--- config.mk ---
export PLATFORM = sky130hd
export DESIGN_NAME = pr_div
export DESIGN_NICKNAME = d
export VERILOG_FILES = /design/src/hw/rtl/pr_pkg.sv /design/src/hw/rtl/pr_div.sv
export SDC_FILE = /design/constraint.sdc
export NUM_CORES = 1
export LEC_CHECK = 0
export BUFFER_PORTS_ARGS = -buffer_cell sky130_fd_sc_hd__buf_2
export CAP_MARGIN = 20
export CORE_MARGIN = 5
export CORE_UTILIZATION = 55
export DETAILED_ROUTE_END_ITERATION = 7
export PLACE_DENSITY_LB_ADDON = 0.2
export SLEW_MARGIN = 20
export SYNTH_ARGS = -nofsm -noshare
export SYNTH_HDL_FRONTEND = slang
export SYNTH_SLANG_ARGS = --single-unit
--- constraint.sdc ---
create_clock -name clock -period 6.2 [get_ports clock]
set_clock_uncertainty 0.2 [all_clocks]
set_input_delay 1.24 -clock clock [delete_from_list [all_inputs] [get_ports clock]]
set_output_delay 1.24 -clock clock [all_outputs]
set_load 0.01 [all_outputs]
--- src/hw/rtl/pr_pkg.sv ---
`default_nettype none

package pr_pkg;

   // Storage sizes.
   localparam int MAX_NODES = 1024;
   localparam int MAX_EDGES = 8192;
   localparam int NODE_W    = $clog2(MAX_NODES);
   localparam int CNT_W     = NODE_W + 1;
   localparam int EDGE_AW   = $clog2(MAX_EDGES);
   localparam int ECNT_W    = EDGE_AW + 1;
   localparam int EDGE_W    = 2 * NODE_W;
   localparam int DEG_W     = ECNT_W;

   // Field and register widths.
   localparam int RANK_W     = 32;
   localparam int ACC_W      = RANK_W + EDGE_AW + 1;
   localparam int DANG_W     = RANK_W + NODE_W + 1;
   localparam int DIV_W      = DANG_W;
   localparam int NUM_W      = 11;
   localparam int ITER_W     = 16;
   localparam int PASS_W     = 17;
   localparam int THR_W      = 64;
   localparam int PROD_W     = 2 * RANK_W;
   localparam int CSR_IDX_W  = 2;
   localparam int CSR_DATA_W = 64;

   // Fixed-point constants, unsigned Q2.30.
   localparam logic [RANK_W-1:0] ONE_Q30  = 32'h4000_0000;
   localparam logic [RANK_W-1:0] DAMP_Q30 = 32'd912680550;
   localparam logic [PROD_W-1:0] HALF_LSB = 64'h0000_0000_2000_0000;

   typedef enum logic [1:0] {
      OP_CLEAR = 2'd0,
      OP_ADD   = 2'd1,
      OP_RUN   = 2'd2,
      OP_READ  = 2'd3
   } op_type;

   typedef enum logic [1:0] {
      ST_OK    = 2'd0,
      ST_FULL  = 2'd1,
      ST_RANGE = 2'd2
   } status_type;

   localparam logic [CSR_IDX_W-1:0] REG_NUM_NODES = 2'd0;
   localparam logic [CSR_IDX_W-1:0] REG_MAX_ITER  = 2'd1;
   localparam logic [CSR_IDX_W-1:0] REG_THRESHOLD = 2'd2;

endpackage

`default_nettype wire

--- src/hw/rtl/pr_div.sv ---
`default_nettype none

// Restoring divider, one quotient bit per cycle. The quotient is valid in
// the cycle in which done is high.
module pr_div import pr_pkg::*; (
   input  wire logic              clock,
   input  wire logic              reset,
   input  wire logic              start,
   input  wire logic [DIV_W-1:0]  dividend,
   input  wire logic [DEG_W-1:0]  divisor,
   output      logic              done,
   output      logic [DIV_W-1:0]  quotient
);

   localparam int STEP_W = $clog2(DIV_W);
   localparam logic [STEP_W-1:0] LAST_STEP = STEP_W'(DIV_W - 1);

   logic              busy_ff, busy_in;
   logic              done_ff, done_in;
   logic [STEP_W-1:0] step_ff, step_in;
   logic [DIV_W-1:0]  quo_ff, quo_in;
   logic [DEG_W-1:0]  rem_ff, rem_in;
   logic [DEG_W-1:0]  dsr_ff, dsr_in;
   logic [DEG_W:0]    trial;
   logic              fits;

   assign trial = {rem_ff, quo_ff[DIV_W-1]};
   assign fits  = trial >= {1'b0, dsr_ff};

   always_comb begin
      busy_in = busy_ff;
      done_in = 1'b0;
      step_in = step_ff;
      quo_in  = quo_ff;
      rem_in  = rem_ff;
      dsr_in  = dsr_ff;
      if (start) begin
         busy_in = 1'b1;
         step_in = '0;
         quo_in  = dividend;
         rem_in  = '0;
         dsr_in  = divisor;
      end else if (busy_ff) begin
         quo_in  = {quo_ff[DIV_W-2:0], fits};
         rem_in  = fits ? DEG_W'(trial - {1'b0, dsr_ff}) : trial[DEG_W-1:0];
         step_in = step_ff + 1'b1;
         if (step_ff == LAST_STEP) begin
            busy_in = 1'b0;
            done_in = 1'b1;
         end
      end
   end

   always_ff @(posedge clock) begin
      if (reset) begin
         busy_ff <= 1'b0;
         done_ff <= 1'b0;
      end else begin
         busy_ff <= busy_in;
         done_ff <= done_in;
      end
      step_ff <= step_in;
      quo_ff  <= quo_in;
      rem_ff  <= rem_in;
      dsr_ff  <= dsr_in;
   end

   assign done     = done_ff;
   assign quotient = quo_ff;

endmodule

`default_nettype wire
Word level (Yosys, flattened, before mapping)
Index checks and enable logic that the tools add are counted.
{"block": "word_totals", "wordCells": 20, "out_inout_bits": 44, "ff_bits": 79, "in_bits": 60}
{"block": "classes", "eq_ne": 1, "bitwise": 1, "mux": 7, "reduce_logical": 2, "n_addsub": 2, "order_cmp": 1}
{"operator": "$mux 43", "count": 2}
{"operator": "$ge 15x14->1", "count": 1}
{"operator": "$mux 14", "count": 1}
{"operator": "$sub 14x14->14", "count": 1}
{"operator": "$add 6x1->6 const B", "count": 1}
{"operator": "$eq 6x6->1 const B", "count": 1}
{"operator": "$mux 1", "count": 4}
{"operator": "$reduce_or 3->1", "count": 1}
{"operator": "$reduce_bool 2->1", "count": 1}
{"operator": "$not 1->1", "count": 1}

Logic depth before layout (Yosys ltp)
{"block": "depth", "depth_word": 4, "ltp_mapped": 10, "mapped_depth_nobuf": 10}

Worst setup path before layout
OpenSTA, ideal clock, no wires.
{"block": "synth_path", "path_kind": "input-to-reg", "from": "input start", "to": "register quo_ff[0] (netlist: quotient[0]), enable pin", "arrival_ps": 2308, "setup_ps": 397, "path_buffers": 1, "required_time_ps": 5603, "setup_slack_ps": 3295, "stages": 3, "cell_sequence": "clkbuf_8 nor2_1 inv_1"}
{"block": "synth_between", "elab_chain_cells": 1}
{"item": "start: declaration", "line": "pr_div.sv:8", "text": "input wire logic start,"}
{"item": "$reduce_bool 2->1 (no source line)"}
{"item": "end signal: assignment", "line": "pr_div.sv:63", "text": "quo_ff <= quo_in;"}
{"item": "end: declaration", "line": "pr_div.sv:21", "text": "logic [DIV_W-1:0] quo_ff, quo_in;"}
Every way passes these cells.
A chain may end at the register's enable or synchronous reset.

Worst setup path in the final report
{"block": "layout_path", "from": "input start", "to": "register quo_ff[39] (netlist: quotient[39]) (data pin)"}
{"block": "layout_between", "elab_chain_cells": 1}
{"item": "$mux 43", "line": "pr_div.sv:37", "text": "if (start) begin"}
{"item": "net quo_in[39]", "line": "pr_div.sv:21"}
The timed path passes the listed nets, and every way through them passes these cells.

==> metrics.md <==
| Metric | Value |
|---|---|
| Status | `completed` |
| LEAKAGE | `between 0.0015 and 0.002 uW` |
| Required @ worst endpoint | `6100 ps` |
| Synth Register Bits | `79` |
| Syn Inst Count | `324` |
| Starting Density | `0.563` |
| Routability Congestion | `0.867` |
| TritonCTS clock tree | `yes` |
| Synth Cell Area | `0.00406 mm2` |
| Postcts setup bufs | `0` |
| Mapped Avg Cell Area | `approximately 13 um2` |
| Ant. Diodes | `0` |
| Commonest register cell after synthesis | `edfxtp_1` |
| # port buffers | `103` |
| Async SR Flop Fraction | `0` |
| Clock slew at reported path FFs | `80 ps` |
| Period utilization | `0.472` |
| Core Area | `0.00721 mm2` |
| Worst r2r src | `dsr_ff[2]` |
| Fmax | `0.342 GHz` |
| Share of cells above drive strength 1 | `0.413` |
| Antenna-violating nets left | `0` |
| Hold path start | `step_ff[5]` |
| Initial antenna violation count | `0` |
| Startpoint Class | `primary input` |
| Power per cell area | `approximately 270 mW/mm2` |
| # fillers | `581` |
| Synth Area in Simple Gates | `0.0893` |
| Routed wire length per instance | `15.7 um` |
| Fin. max-slew vios | `0` |
| Area growth, synth to finish | `17.5%` |
| Vias in the first global route | `2871` |
| First-pass GRT wire length | `13200 um` |
| Dominant cell type by area after synthesis | `edfxtp_1` |
| Hold Vio Cnt, Final | `0` |
| Rows | `31` |
| Dpl cell area | `0.00458 mm2` |
| DRT iter0 DRCs | `between 100 and 150` |
| Vias post-DR | `2867` |
| Critical Path End Type | `flop` |
| Synth Area in XOR/XNOR | `0.0323` |
| Gr ovfl total | `0` |
| Clk root buf | `clkbuf_8` |
| Critical Path AT | `2830 ps` |
| PostCTS Resize Cnt | `0` |
| Yosys warnings | `0` |
| GRT Overall Usage | `0.186` |
| Fin crit period | `2930 ps` |
| DIE HEIGHT | `96.0 um` |
| Sw power | `around 370 uW` |
| Hold buffers post-CTS | `0` |
| Die area | `0.00921 mm2` |
| Clock sinks | `a little under 80` |
| Largest family of logic cells by synthesized area | `multiplexers` |
| Post-DP HPWL | `5840 um` |
| Relative slew slack | `0.441` |
| Fin area | `0.00477 mm2` |
| Drt drc | `0` |
| Sum Neg Setup Slack | `0 ps` |
| Post-Synth Adder-Cell Area | `0.0573` |
| Slew @ Worst Pin | `838 ps` |
| Post-synth top area share | `0.421` |
| Reg area | `0.00215 mm2` |
| Setup-failing EPs final | `0` |
| Mux cell area share after synthesis | `0.122` |
| Switching share of power | `0.282` |
| Die Wd | `96.0 um` |
| Clk pwr share | `0.294` |
| EDFF count, synth | `57` |
| Register area share after synthesis | `0.530` |
| Int Power | `931 uW` |
| Worst-path maximum fanout | `41` |
| CTS H-Tree Depth | `3` |
| Vias/cell | `roughly 5.4` |
| HP Class | `reg -> reg` |
| Clock Tree Buf Depth | `2` |
| RSZ-0062 raised after global routing | `no` |
| Num CTS Buffers | `9` |
| Top cells by area, synth | `edfxtp_1 42%, mux2_2 12%, dfxtp_1 11%` |
| Final WL | `8320 um` |
| Peak VDD IR | `0.000170 V` |
| Unique masters post-synth | `55` |
| DRT Pass-1 Iters | `4` |
| Maxcap violations | `0` |
| Critical path class | `in -> reg` |
| Largest net degree at the start of global routing | `44` |
| Worst Setup SP | `start` |
| Clk_lat worst skew | `350 ps` |
| Multi-input gate area | `0.00168 mm2` |
| # IOs | `about 100` |
| Fin nets | `approximately 500` |
| Synth Area in Compound Gates | `0.114` |
| Register share of total power | `0.502` |
| Power share of the combinational group | `0.204` |
| Syn Nets | `402` |
## layout make-up
cell class,count,area share
Sequential cell,79,0.451
Multi-Input combinational cell,209,0.353
Timing Repair Buffer,106,0.113
Clock buffer,10,0.0267
Tap cell,99,0.0260
Inverter,21,0.0165
Clock inverter,6,0.0147
## critical path, cell delays in order
cell and delay (ps):
buf_2 580, buf_4 570, mux2_2 400
## cells in the final DEF, fill, tap and decap left out, drive strengths merged, types with 4 or more instances in the layout
cell	instances
buf	106
edfxtp	57
mux2	43
nor2	24
dfxtp	22
inv	22
nand2	18
ha	17
o21ai	16
a21oi	15
clkbuf	10
nand3	9
xnor2	8
a311oi	8
xor2	7
nand4	5
nor3	4
o31ai	4
## metrics by stage
step | utilization | hold slack [ps] | setup WS [ps] | instances | total power (uW)
final | 0.662 | 293 | 3270 | 530 | 1300
after global placement | 0.634 | 275 | 2910 | 514 | 922
after global routing | 0.662 | 334 | 3180 | 530 | 1360
after CTS | 0.662 | 300 | 3270 | 530 | 1310
after detailed placement | 0.634 | 287 | 2870 | 514 | 926
after floorplan | - | 243 | 3290 | 324 | 851
## per-layer routing
layer	wire length (um)	global-route usage	share of wire	vias to the layer above
met5	0	0	0	-
met4	95	0.0592	0.011	0
met3	703	0.0625	0.085	10
met2	3980	0.299	0.48	108
met1	3540	0.236	0.43	1334
li1	-	-	-	1415
## state kept, by name, indices dropped and copies added, names as in the netlist
signal,flops
dsr_ff,14
quotient,43
rem_ff,14
busy_ff,1
done,1
step_ff,6
## power groups by stage
| stage | clock [uW] | sequential (uW) | combinational (uW) |
|---|---|---|---|
| after CTS | 394 | 652 | 266 |
| after global placement | 0 | 663 | 259 |
| after global routing | 414 | 657 | 291 |
| after detailed placement | 0 | 662 | 264 |
| after floorplan | 0 | 673 | 178 |
| final | 381 | 651 | 265 |
## cell families (layout without fill, tap and decap cells)
kind of cell	Yosys count	count (layout)
flops	79	79
mux	44	44
simple gates	70	70
fa+ha+maj	18	18
buf+inv	36	143
compound gates	62	62
xor+xnor	15	15
## worst paths after layout
check	end	slack, ps	cells past startpoint
setup reg to reg	quotient[0]	3370	8
hold / removal	done	290	2
hold reg to reg	done	290	2
setup / recovery	quotient[39]	3270	3
## cell usage after synthesis (all sizes together), types with 4 or more instances
| cell | number |
|---|---|
| clkbuf | 11 |
| o31ai | 4 |
| nand3 | 9 |
| a21oi | 15 |
| nor2 | 24 |
| inv | 21 |
| nand4 | 5 |
| edfxtp | 57 |
| o21ai | 16 |
| ha | 17 |
| a311oi | 8 |
| xnor2 | 8 |
| xor2 | 7 |
| nor3 | 4 |
| dfxtp | 22 |
| nand2 | 18 |
| mux2 | 43 |
(Power assumes the default switching activity.)
